## src/hw/rtl/u2f_pkg.sv

```systemverilog
`timescale 1ns / 1ps
// ----------------------------------------------------------------------------
// u2f_pkg
// Shared types and constants of the UTF-8 to Fibonacci code transcoder.
// ----------------------------------------------------------------------------
package u2f_pkg;

	// default number of Fibonacci terms searched per code point
	localparam int FIB_TERMS_DEF = 30;

	// code point width and the largest legal code point
	localparam int CP_W = 21;
	localparam logic [CP_W-1:0] CP_MAX = 21'h10FFFF;

	// width of a Fibonacci term, enough for the 32nd term
	localparam int FIB_W = 22;

	// Fibonacci terms 1, 2, 3, 5, ... (up to 32 of them)
	localparam logic [FIB_W-1:0] FIB_TAB [32] = '{
		22'd1,       22'd2,       22'd3,       22'd5,
		22'd8,       22'd13,      22'd21,      22'd34,
		22'd55,      22'd89,      22'd144,     22'd233,
		22'd377,     22'd610,     22'd987,     22'd1597,
		22'd2584,    22'd4181,    22'd6765,    22'd10946,
		22'd17711,   22'd28657,   22'd46368,   22'd75025,
		22'd121393,  22'd196418,  22'd317811,  22'd514229,
		22'd832040,  22'd1346269, 22'd2178309, 22'd3524578
	};

	// UTF-8 lead and continuation byte patterns
	localparam logic [7:0] MASK_ASCII = 8'h80;
	localparam logic [7:0] MASK_LEAD2 = 8'b11100000;
	localparam logic [7:0] PAT_LEAD2  = 8'b11000000;
	localparam logic [7:0] MASK_LEAD3 = 8'b11110000;
	localparam logic [7:0] PAT_LEAD3  = 8'b11100000;
	localparam logic [7:0] MASK_LEAD4 = 8'b11111000;
	localparam logic [7:0] PAT_LEAD4  = 8'b11110000;
	localparam logic [7:0] MASK_CONT  = 8'b11000000;
	localparam logic [7:0] PAT_CONT   = 8'b10000000;
	localparam logic [7:0] CONT_BITS  = 8'b00111111;

	// result status codes
	localparam logic [1:0] ST_CODE = 2'd0;
	localparam logic [1:0] ST_OK   = 2'd1;
	localparam logic [1:0] ST_FAIL = 2'd2;

	// controller to datapath commands
	typedef struct packed {
		logic accept;    // input transfer this cycle
		logic step;      // one Zeckendorf search step
		logic pack;      // merge code word with the partial byte
		logic emit;      // load one packed byte into the output register
		logic settle;    // keep the leftover bits as the partial byte
		logic end_step;  // load one end-of-stream result
	} u2f_cmd_t;

	// datapath to controller status
	typedef struct packed {
		logic is_end;     // input item is an end marker
		logic do_enc;     // input byte completes a code point
		logic srch_last;  // search is at the lowest term
		logic acc_ge8;    // a full byte is waiting in the merge register
		logic out_free;   // output register can take a result
		logic end_done;   // the next end result is the final one
	} u2f_sts_t;

endpackage

```

## src/hw/rtl/u2f_ctrl.sv

```systemverilog
`timescale 1ns / 1ps
// ----------------------------------------------------------------------------
// u2f_ctrl
// Sequencer: accept, Fibonacci search, pack, byte emission, end of stream.
// ----------------------------------------------------------------------------
module u2f_ctrl
	import u2f_pkg::*;
(
	input  logic     clk,
	input  logic     arst_n,
	input  logic     in_valid,
	output logic     in_stall,
	input  u2f_sts_t sts,
	output u2f_cmd_t cmd
);

	localparam logic [2:0] S_IDLE = 3'd0;
	localparam logic [2:0] S_SRCH = 3'd1;
	localparam logic [2:0] S_PACK = 3'd2;
	localparam logic [2:0] S_EMIT = 3'd3;
	localparam logic [2:0] S_END  = 3'd4;

	logic [2:0] state_q;
	logic [2:0] state_nxt;

	assign in_stall = (state_q != S_IDLE);

	always_comb begin
		cmd       = '0;
		state_nxt = state_q;
		case (state_q)
			S_IDLE: begin
				if (in_valid) begin
					cmd.accept = 1'b1;
					if (sts.is_end) begin
						state_nxt = S_END;
					end else if (sts.do_enc) begin
						state_nxt = S_SRCH;
					end
				end
			end
			S_SRCH: begin
				cmd.step = 1'b1;
				if (sts.srch_last) begin
					state_nxt = S_PACK;
				end
			end
			S_PACK: begin
				cmd.pack  = 1'b1;
				state_nxt = S_EMIT;
			end
			S_EMIT: begin
				if (sts.acc_ge8) begin
					cmd.emit = sts.out_free;
				end else begin
					cmd.settle = 1'b1;
					state_nxt  = S_IDLE;
				end
			end
			S_END: begin
				if (sts.out_free) begin
					cmd.end_step = 1'b1;
					if (sts.end_done) begin
						state_nxt = S_IDLE;
					end
				end
			end
			default: begin
				state_nxt = S_IDLE;
			end
		endcase
	end

	always_ff @(posedge clk or negedge arst_n) begin
		if (!arst_n) begin
			state_q <= S_IDLE;
		end else begin
			state_q <= state_nxt;
		end
	end

endmodule

```

## src/hw/rtl/u2f_dp.sv

```systemverilog
`timescale 1ns / 1ps
// ----------------------------------------------------------------------------
// u2f_dp
// Datapath: UTF-8 decode, Zeckendorf search, bit packer, output register.
// ----------------------------------------------------------------------------
module u2f_dp
	import u2f_pkg::*;
#(
	parameter int FIB_TERMS = FIB_TERMS_DEF
)
(
	input  logic       clk,
	input  logic       arst_n,
	input  u2f_cmd_t   cmd,
	output u2f_sts_t   sts,
	input  logic       kind,
	input  logic [7:0] data_byte,
	output logic       out_valid,
	input  logic       out_stall,
	output logic [7:0] out_byte,
	output logic [1:0] status,
	output logic       last
);

	localparam int IDXW = $clog2(FIB_TERMS);
	localparam int CODEW = FIB_TERMS + 1;
	localparam int ACCW = FIB_TERMS + 8;
	localparam int LENW = $clog2(ACCW + 1);

	// decoder and packer state
	logic [CP_W-1:0] accum_q;
	logic [1:0]      pend_q;
	logic            failed_q;
	logic [7:0]      pack_byte_q;
	logic [2:0]      pack_cnt_q;

	// search and merge registers
	logic [CP_W-1:0]      n_q;
	logic [IDXW-1:0]      idx_q;
	logic [IDXW-1:0]      top_q;
	logic                 hit_q;
	logic [FIB_TERMS-1:0] bits_q;
	logic [ACCW-1:0]      acc_q;
	logic [LENW-1:0]      acc_len_q;

	// output register
	logic       out_valid_q;
	logic [7:0] out_byte_q;
	logic [1:0] status_q;
	logic       last_q;

	logic [CP_W-1:0] nxt_accum;
	logic [1:0]      nxt_pend;
	logic            nxt_fail;
	logic            dec_enc;
	logic [CP_W-1:0] dec_cp;
	logic [CP_W-1:0] cont_acc;
	logic [1:0]      pend_dec;

	logic [FIB_W-1:0] fib_cur;
	logic             fib_hit;
	logic [IDXW:0]    term_pos;
	logic [CODEW-1:0] code_w;
	logic             end_fail;
	logic             out_free;
	logic             out_load;

	// --- UTF-8 decode ---
	assign cont_acc = {accum_q[CP_W-7:0], data_byte[5:0]};
	assign pend_dec = pend_q - 2'd1;

	always_comb begin
		nxt_accum = accum_q;
		nxt_pend  = pend_q;
		nxt_fail  = failed_q;
		dec_enc   = 1'b0;
		dec_cp    = '0;
		if (!failed_q) begin
			if (pend_q == 2'd0) begin
				if ((data_byte & MASK_ASCII) == 8'd0) begin
					dec_enc = 1'b1;
					dec_cp  = CP_W'(data_byte[6:0]);
				end else if ((data_byte & MASK_LEAD2) == PAT_LEAD2) begin
					nxt_accum = CP_W'(data_byte[4:0]);
					nxt_pend  = 2'd1;
				end else if ((data_byte & MASK_LEAD3) == PAT_LEAD3) begin
					nxt_accum = CP_W'(data_byte[3:0]);
					nxt_pend  = 2'd2;
				end else if ((data_byte & MASK_LEAD4) == PAT_LEAD4) begin
					nxt_accum = CP_W'(data_byte[2:0]);
					nxt_pend  = 2'd3;
				end else begin
					nxt_fail = 1'b1;
				end
			end else if ((data_byte & MASK_CONT) != PAT_CONT) begin
				nxt_fail = 1'b1;
			end else begin
				nxt_accum = cont_acc;
				nxt_pend  = pend_dec;
				if (pend_dec == 2'd0) begin
					nxt_accum = '0;
					if (cont_acc > CP_MAX) begin
						nxt_fail = 1'b1;
					end else begin
						dec_enc = 1'b1;
						dec_cp  = cont_acc;
					end
				end
			end
		end
	end

	// --- search and merge ---
	assign fib_cur  = FIB_TAB[idx_q];
	assign fib_hit  = (fib_cur <= FIB_W'(n_q));
	// terminating 1 sits just above the highest term used
	assign term_pos = {1'b0, top_q} + (IDXW+1)'(1);
	assign code_w   = CODEW'(bits_q) | (CODEW'(1) << term_pos);

	assign end_fail = failed_q || (pend_q != 2'd0);
	assign out_free = !out_valid_q || !out_stall;
	assign out_load = cmd.emit || cmd.end_step;

	always_comb begin
		sts.is_end    = kind;
		sts.do_enc    = !kind && dec_enc;
		sts.srch_last = (idx_q == '0);
		sts.acc_ge8   = (acc_len_q >= LENW'(8));
		sts.out_free  = out_free;
		sts.end_done  = end_fail || (pack_cnt_q == 3'd0);
	end

	// control state
	always_ff @(posedge clk or negedge arst_n) begin
		if (!arst_n) begin
			accum_q     <= '0;
			pend_q      <= 2'd0;
			failed_q    <= 1'b0;
			pack_byte_q <= 8'd0;
			pack_cnt_q  <= 3'd0;
			out_valid_q <= 1'b0;
		end else begin
			if (cmd.accept && !kind) begin
				accum_q  <= nxt_accum;
				pend_q   <= nxt_pend;
				failed_q <= nxt_fail;
			end
			if (cmd.settle) begin
				pack_byte_q <= acc_q[7:0];
				pack_cnt_q  <= acc_len_q[2:0];
			end
			if (cmd.end_step) begin
				pack_byte_q <= 8'd0;
				pack_cnt_q  <= 3'd0;
				if (end_fail || (pack_cnt_q == 3'd0)) begin
					accum_q  <= '0;
					pend_q   <= 2'd0;
					failed_q <= 1'b0;
				end
			end
			if (out_load) begin
				out_valid_q <= 1'b1;
			end else if (!out_stall) begin
				out_valid_q <= 1'b0;
			end
		end
	end

	// payload registers
	always_ff @(posedge clk) begin
		if (cmd.accept && sts.do_enc) begin
			n_q    <= dec_cp + CP_W'(1);
			idx_q  <= IDXW'(FIB_TERMS - 1);
			hit_q  <= 1'b0;
			top_q  <= '0;
			bits_q <= '0;
		end else if (cmd.step) begin
			idx_q <= idx_q - IDXW'(1);
			if (fib_hit) begin
				n_q           <= n_q - fib_cur[CP_W-1:0];
				bits_q[idx_q] <= 1'b1;
				if (!hit_q) begin
					top_q <= idx_q;
					hit_q <= 1'b1;
				end
			end
		end
		if (cmd.pack) begin
			acc_q     <= (ACCW'(code_w) << pack_cnt_q) | ACCW'(pack_byte_q);
			acc_len_q <= LENW'(pack_cnt_q) + LENW'(top_q) + LENW'(2);
		end else if (cmd.emit) begin
			acc_q     <= acc_q >> 8;
			acc_len_q <= acc_len_q - LENW'(8);
		end
		if (cmd.emit) begin
			out_byte_q <= acc_q[7:0];
			status_q   <= ST_CODE;
			last_q     <= (acc_len_q < LENW'(16));
		end else if (cmd.end_step) begin
			if (end_fail) begin
				out_byte_q <= 8'd0;
				status_q   <= ST_FAIL;
				last_q     <= 1'b1;
			end else if (pack_cnt_q != 3'd0) begin
				out_byte_q <= pack_byte_q;
				status_q   <= ST_CODE;
				last_q     <= 1'b0;
			end else begin
				out_byte_q <= 8'd0;
				status_q   <= ST_OK;
				last_q     <= 1'b1;
			end
		end
	end

	assign out_valid = out_valid_q;
	assign out_byte  = out_byte_q;
	assign status    = status_q;
	assign last      = last_q;

	// a result is never loaded over one still waiting
	a_load_free: assert property (@(posedge clk) disable iff (!arst_n)
		out_load |-> out_free)
		else $error("result loaded while output register busy");

	// greedy search must consume the whole value
	a_search_exact: assert property (@(posedge clk) disable iff (!arst_n)
		(cmd.step && idx_q == '0) |=> (n_q == '0))
		else $error("Zeckendorf remainder not zero");

	// leftover bits kept as the partial byte fit in it
	a_settle_short: assert property (@(posedge clk) disable iff (!arst_n)
		cmd.settle |-> (acc_len_q < LENW'(8)))
		else $error("settling with a full byte left");

	// final end result leaves the stream state cleared
	a_end_clear: assert property (@(posedge clk) disable iff (!arst_n)
		(cmd.end_step && sts.end_done) |=>
			(!failed_q && pend_q == 2'd0 && pack_cnt_q == 3'd0))
		else $error("stream state not cleared at end");

endmodule

```

## src/hw/rtl/utf8_to_fibonacci_transcoder.sv

```systemverilog
`timescale 1ns / 1ps
// ----------------------------------------------------------------------------
// utf8_to_fibonacci_transcoder
// UTF-8 byte stream in, packed Fibonacci (Zeckendorf) code bytes out.
// ----------------------------------------------------------------------------
// The block takes one item per input transfer: a UTF-8 byte (kind = 0) or an
// end-of-stream marker (kind = 1). Bytes that only open or extend a sequence
// give no result. A byte that completes a code point runs the greedy
// Zeckendorf search, one Fibonacci term per cycle through a single compare
// and subtract over FIB_TERMS terms, then packs the code and emits its
// output bytes (0 to 4 of them, held back while the output side stalls).
// An end marker gives one or two result transfers. Overlong forms and
// surrogates pass; a bad lead, a bad continuation or a value above 0x10FFFF
// makes the stream fail, later bytes are dropped, and the end marker then
// reports status 2 without flushing. A good end flushes any partial byte
// (status 0) and reports status 1. The flag last marks the final result of
// each input item. An end inside an open sequence also reports status 2.
// The block is back to its reset state after every end.
// ----------------------------------------------------------------------------
module utf8_to_fibonacci_transcoder
	import u2f_pkg::*;
#(
	parameter int FIB_TERMS = FIB_TERMS_DEF
)
(
	input  logic       clk,
	input  logic       arst_n,
	// input channel
	input  logic       in_valid,
	output logic       in_stall,
	input  logic       kind,
	input  logic [7:0] data_byte,
	// result channel
	output logic       out_valid,
	input  logic       out_stall,
	output logic [7:0] out_byte,
	output logic [1:0] status,
	output logic       last
);

	// command and status between sequencer and datapath
	u2f_cmd_t cmd;
	u2f_sts_t sts;

	// sequencer: holds off input transfers while a code point is encoded or an end is reported
	u2f_ctrl u_ctrl (
		.clk      (clk),
		.arst_n   (arst_n),
		.in_valid (in_valid),
		.in_stall (in_stall),
		.sts      (sts),
		.cmd      (cmd)
	);

	// datapath: decoder state, term search, bit packer and output register
	u2f_dp #(
		.FIB_TERMS (FIB_TERMS)
	) u_dp (
		.clk       (clk),
		.arst_n    (arst_n),
		.cmd       (cmd),
		.sts       (sts),
		.kind      (kind),
		.data_byte (data_byte),
		.out_valid (out_valid),
		.out_stall (out_stall),
		.out_byte  (out_byte),
		.status    (status),
		.last      (last)
	);

endmodule

```

## config.mk

```make
export PLATFORM = sky130hd
export DESIGN_NAME = utf8_to_fibonacci_transcoder
export DESIGN_NICKNAME = d
export VERILOG_FILES = /design/src/hw/rtl/u2f_pkg.sv /design/src/hw/rtl/u2f_ctrl.sv /design/src/hw/rtl/u2f_dp.sv /design/src/hw/rtl/utf8_to_fibonacci_transcoder.sv
export SDC_FILE = /design/constraint.sdc
export NUM_CORES = 1
export LEC_CHECK = 0
export BUFFER_PORTS_ARGS = -buffer_cell sky130_fd_sc_hd__buf_2
export CAP_MARGIN = 20
export CELL_PAD_IN_SITES_DETAIL_PLACEMENT = 1
export CELL_PAD_IN_SITES_GLOBAL_PLACEMENT = 1
export CORE_MARGIN = 4
export CORE_UTILIZATION = 40
export CTS_BUF_LIST = sky130_fd_sc_hd__clkbuf_16
export DETAILED_ROUTE_END_ITERATION = 8
export GPL_TIMING_DRIVEN = 0
export HOLD_SLACK_MARGIN = 0.15
export PLACE_DENSITY_LB_ADDON = 0.3
export SLEW_MARGIN = 5
export SYNTH_ARGS = -nofsm -noshare
export SYNTH_HDL_FRONTEND = slang
export SYNTH_SLANG_ARGS = --single-unit
```

## constraint.sdc

```tcl
create_clock -name clk -period 10.7 [get_ports clk]
set_input_delay 2.14 -clock clk [delete_from_list [all_inputs] [get_ports clk]]
set_output_delay 2.14 -clock clk [all_outputs]
set_load 0.03 [all_outputs]
```

; ---- Word level (Yosys, flattened, before mapping)
; Memory sizes are Yosys's and may differ from the RTL's.
; Cells that the tools add are included.
[classes]
addsub = 8
n_lt_le_gt_ge = 7
eq_ne = 15
n_shift = 2
n_mux = 89
bitwise_logic = 5
reduce_logical = 29
[op_table]
columns = operator, n
row1 = $mux W21, 19
row2 = $mux W38, 2
row3 = $mux W8, 6
row4 = $mux W22, 2
row5 = $or A38 B8 Y38, 1
row6 = $shl A31 B3 Y38, 1
row7 = $mux W1, 34
row8 = $or A30 B31 Y31, 1
row9 = $shl A1 B6 Y31 const A, 1
row10 = $or A30 B30 Y30, 1
row11 = $mux W3, 9
row12 = $mux W2, 12
row13 = $le A22 B21 Y1, 1
row14 = $add A21 B1 Y21 const B, 1
row15 = $gt A21 B21 Y1 const B, 1
row16 = $sub A21 B21 Y21, 1
row17 = $pmux W3 S5, 1
row18 = $mux W6, 2
row19 = $reduce_bool A2 Y1, 6
row20 = $ne A2 B2 Y1 const B, 5
row21 = $logic_not A8 Y1, 1
row22 = $mux W7, 1
row23 = $add A3 B5 Y6, 1
row24 = $add A5 B1 Y6 const B, 1
row25 = 29 further kinds, 44
[totals]
regBits = 156
romBits = 704
output_inout_bits = 13
elab_cells = 173
n_memories = 1
[memory_table]
columns = memory, words, word_bits, read_ports, rd_clocked_by_memory_dff, wr, line_no
row1 = (no name shown), 32, 22, 1, 0, 0, u2f_dp.sv:114  ; assign fib_cur = FIB_TAB[idx_q];

; ---- Logic depth before layout (Yosys ltp)
[logic_depth]
word_depth = 11
depth_mapped = 18
mapped_depth_nobuf = 17

; ---- By module
; A second synthesis with hierarchy kept.
[unflattened]
hier_cells = 1296
hier_area_um2 = 10906.7
[modules_own_cells]
columns = mod, instances, cells_per_inst, area_per_inst_um2, seq_area_each_um2
row1 = u2f_dp, 1, 1267, 10680.2, 3833.7
row2 = u2f_ctrl, 1, 29, 226.5, 75.1

; ---- Worst setup path before layout
; Ideal clock, no wire load.
[synth_timing]
path_kind = input to register
from = input data_byte[7]
to = register u_dp.n_q[10] (data pin)
setup_ns = 0.271
t_arrival_ns = 4.136
required_time_ns = 10.429
setup_slack_ns = 6.293
stages = 12
path_buffers = 1
cell_sequence = clkbuf_1 -> and4bb_2 -> a21oi_2 -> nor2_1 -> and2_1 -> ha_1 -> nand3_1 -> nor4_4 -> nand4_1 -> xnor2_1 -> nand3_1 -> o21ai_1
[synth_via]
elab_chain_cells = 7
word_cells_on_any_way = 14
cone_classes = add/sub: 1 / eq/ne: 1 / mux: 9 / reduce/logical: 3
[synth_lines]
columns = item, line_no
row1 = from (decl), utf8_to_fibonacci_transcoder.sv:32  ; input logic [7:0] data_byte,
row2 = "parallel branches: the longest is 6 deep, another holds $add A21 B1 Y21", -
row3 = $mux W21 (*), u2f_dp.sv:171  ; if (cmd.accept && sts.do_enc) begin
row4 = to (signal assigned), u2f_dp.sv:172  ; n_q <= dec_cp + CP_W'(1);
row5 = to (signal assigned), u2f_dp.sv:180  ; n_q <= n_q - fib_cur[CP_W-1:0];
row6 = to (decl), u2f_dp.sv:38  ; logic [CP_W-1:0] n_q;
; Every way passes the cells marked *.
; A chain may end at the register's enable or synchronous reset.

; ---- Final worst setup path
[layout_timing]
from = register u_dp.idx_q[1]
to = register u_dp.n_q[7], enable pin
[layout_via]
elab_chain_cells = 7
[layout_lines]
columns = item, line_no
row1 = from (decl), u2f_dp.sv:39  ; logic [IDXW-1:0] idx_q;
row2 = from (signal assigned), u2f_dp.sv:173  ; idx_q <= IDXW'(FIB_TERMS - 1);
row3 = from (signal assigned), u2f_dp.sv:178  ; idx_q <= idx_q - IDXW'(1);
row4 = $not A5 Y6 (implied by the code), u2f_dp.sv:114
row5 = $mem_v2 Z32 W22, -
row6 = $mux W22 (implied by the code) (2 in a row), u2f_dp.sv:114
row7 = $le A22 B21 Y1, u2f_dp.sv:115  ; assign fib_hit = (fib_cur <= FIB_W'(n_q));
row8 = $reduce_bool A2 Y1 (no line), -
row9 = $reduce_and A2 Y1 (no line), -
; Every way passes these cells. The select of a mux whose other input is x is not followed.

==> results.toml <==
[timing]
fin_skew_ps = 22.12
fmax_mhz = 178.3
tightest_slew_ps = 1014
min_period_over_period_pct = 52.43
timing.final.ws_setup_ps = 5090
fin_crit_ps = 5610
finalHoldViolCount = 0
rsz0062_at_grt = "false"
setup_viol = 0
relSlewSlack_pct = 31.89
fin_tns_setup_ps = 0
slew_viol_final = 0

[drt]
antenna_left = 0
drc_errors = 0
first_pass_iters = 5
wl_per_cell_um = 20.66
totalWireLength_mm = 34.05
drt-initial-drc-count = 608
vias = 9576
viasPerCell = 5.811

[synthesis]
synthArstFlopShare_pct = 22.00
synth.distinct_cells = 74
seq_area_frac_synth_pct = 37.18
ys_ff_latch = 150
syn_inst = 1258
yosys-top-cells-area = "edfxtp_1, dfxtp_1, dfrtp_1, ha_1, nand2_1"
synthFlopType = "edfxtp_1"
avgSynthCellArea_um2 = 8.358
synth_edf_count = 74
synthesis.area_um2 = 10510
netlist.area_leader.share_pct = 21.14
yosysTopAreaCell = "edfxtp_1"
synth_nets = 1332
synth-warning-count = 0

[power]
p_seq_share_pct = 24.0
total_power_w = 0.004005
intPower_w = 0.002054
p_comb_share_pct = 60.6
switchingPower_w = 0.001951
swShare_pct = 48.72
pwr_density_cell_nw_per_um2 = 343.3
pwr-share-clk_pct = 15.3
p_leak_nw = 4.746
ir_drop_v = 0.0002167

[placed_design]
place_ws_ps = 5227
globalplace.congestion = 0.9000
hpwl_mm = 25.65
port_buffers = 21

[cells_and_area]
area_growth_pct = 10.95
final_nets = 1374
num_antenna_cells = 0
layout_commonest_cell = "nand2_1"
drive_gt1_share_pct = 7.616
num-fill-cells = 3201
final_cell_mix = "nand2_1, nor2_1, o21ai_0"

[setup_path]
critPathMaxFanout = 11
crit_path_end_kind = "register"
reg2reg_slack_ps = 5090
crit_chain = "clkbuf_1, inv_1, ha_1, clkbuf_1, nor2_1, o21ai_0, inv_1, ha_1, nand4_1, nor3_1, and2_4, a221o_1, o22ai_2, buf_4, nand2b_1, buf_8"
crit_path_start_kind = "register"
rr_worst_depth = 16
cp_slowest_cell = "nand2b_1"
r2r_end = "u_dp.n_q[7]"
critical_path_arrival_ps = 5760
reg2reg_from = "u_dp.idx_q[1]"
critPathRequiredTime_ps = 10850
critPathMaxStageDelay_ps = 570
critPathKind = "register to register"

[clock_network]
post_cts_buffers = 0
holdBufCountCts = 0
cts-root-buf = "clkbuf_16"
clk_pin_slew_ps = 80
clock_sinks = 150
numCtsBuffers = 17
cts_tree = "yes"
htree_levels = 4
cts_resized = 0
clk_latency_ps = 440
clk_path_buf_depth = 2

[outcome]
status = "completed"

[die]
rows = 59
chipHeight_um = 170.1
ios = 26
fp.dieW_um = 170.1
coreArea_um2 = 25980
dieArea_um2 = 28940
start_util_pct = 40.46

[grt]
grt_pass1_vias = 10080
grt_max_degree = 37
antenna_found_initial = 0
grt.overflow.total = 0
grt_pass1_wl_mm = 55.06
grt_usage_pct = 23.85

[min_path]
hold_end = "u_dp.hit_q"
hp-class = "register to register"
whs_path_depth = 2
hp-start = "u_dp.hit_q"

[job]
drv_cap = 0
-- area by class of cell --
cell class	count	area [um2]	area share, %
timing repair buffer	23	140.1	1.201
sequential	150	3909	33.51
tap	335	419.2	3.593
inverter	73	274.0	2.349
clock inverter	15	163.9	1.405
multi-input combinational	951	5983	51.29
buffer	84	350.3	3.003
clock buffer	17	425.4	3.647
-- worst max path at each step --
stage               slack (ps)  depth (start not counted)     startpoint            to
finish                    5090                         16  u_dp.idx_q[1]   u_dp.n_q[7]
global route              4800                         16  u_dp.idx_q[0]   u_dp.n_q[9]
CTS                       5190                         16  u_dp.idx_q[1]  u_dp.n_q[14]
detailed placement        5230                         16  u_dp.idx_q[1]  u_dp.n_q[15]
global placement          5060                         15  u_dp.idx_q[1]  u_dp.n_q[13]
floorplan                 6290                         12   data_byte[7]  u_dp.n_q[10]
-- worst max-delay path: cells and delay by family, from the launching register on --
family                   cells  cell delay (ps)
buffers and inverters        6             1680
AO/OA/AOI/OAI                3             1330
AND/OR/NAND/NOR              5             1150
adder cells (fa/ha/maj)      2              730
flip-flops                   1              410
-- registers in the layout, summed over array words and instances (netlist names) --
name / flops
u_dp.acc_len_q: 6
u_dp.pack_byte_q: 8
u_dp.failed_q: 1
u_dp.hit_q: 1
u_dp.out_valid: 1
u_dp.top_q: 5
u_dp.bits_q: 30
u_dp.out_byte: 8
u_dp.accum_q: 15
u_dp.last: 1
u_dp.pend_q: 2
u_dp.acc_q: 38
u_dp.idx_q: 5
u_ctrl.state_q: 3
u_dp.n_q: 21
u_dp.status: 2
u_dp.pack_cnt_q: 3
-- per-stage QoR --
stage	utilization (%)	hold slack (ps)	instances	instance area [um2]
3_3_place_gp	42.48	460.2	1614	11040
4_1_cts	44.89	491.5	1648	11660
2_1_floorplan	-	437.3	1258	10510
6_report	44.89	494.0	1648	11660
3_5_place_dp	42.62	472.9	1616	11080
5_1_grt	44.89	521.7	1648	11660
-- cell families (layout without fill, tap and decap cells) --
| group | count (synthesis) | after routing | share of synthesized area, % |
|---|---|---|---|
| and+or+nand+nor | 448 | 448 | 20.36 |
| AOI/OAI and AO/OA | 340 | 340 | 19.73 |
| buffers and inverters | 157 | 212 | 5.938 |
| DFF | 150 | 150 | 37.18 |
| muxes | 63 | 63 | 6.141 |
| adders and majority gates | 61 | 61 | 7.402 |
| xor gates and xnor gates | 39 | 39 | 3.249 |
-- cells in the mapped netlist (all sizes together), types with 3 or more instances --
master / number
nor3b: 8
inv: 72
o21a: 3
clkbuf: 61
o211ai: 8
nor3: 21
nand2: 163
or3: 9
a21oi: 93
o21bai: 6
edfxtp: 74
a21o: 13
dfxtp: 43
xnor2: 16
mux2i: 51
nand3b: 5
nor4b: 5
nand3: 24
nor2: 120
o31ai: 3
a22oi: 3
a32o: 8
a221oi: 10
or2: 4
a211oi: 15
mux2: 12
a31oi: 41
nand4: 9
and4: 3
nand2b: 14
and2b: 3
and3: 18
buf: 23
o22ai: 13
xor2: 23
dfrtp: 33
nor4: 5
o21ai: 107
ha: 59
and2: 15
nor2b: 18
-- layer usage --
layer | vias up | GRT usage, % | part of all wire [%]
met5 | - | 0 | 0
met4 | 0 | 5.625 | 1.7
met3 | 34 | 2.787 | 3.3
met2 | 214 | 42.50 | 51
met1 | 4769 | 30.99 | 44
li1 | 4559 | - | -
-- power groups by stage --
| stage | registers (W) | clock network, W | logic (W) |
|---|---|---|---|
| final | 0.000962 | 0.000615 | 0.00243 |
| after detailed placement | 0.000973 | 0 | 0.00240 |
| after floorplan | 0.000951 | 0 | 0.00173 |
| after CTS | 0.000961 | 0.000625 | 0.00242 |
| after global placement | 0.000967 | 0 | 0.00232 |
| after global routing | 0.000979 | 0.000650 | 0.00273 |
Power figures use the tool's default switching activity.
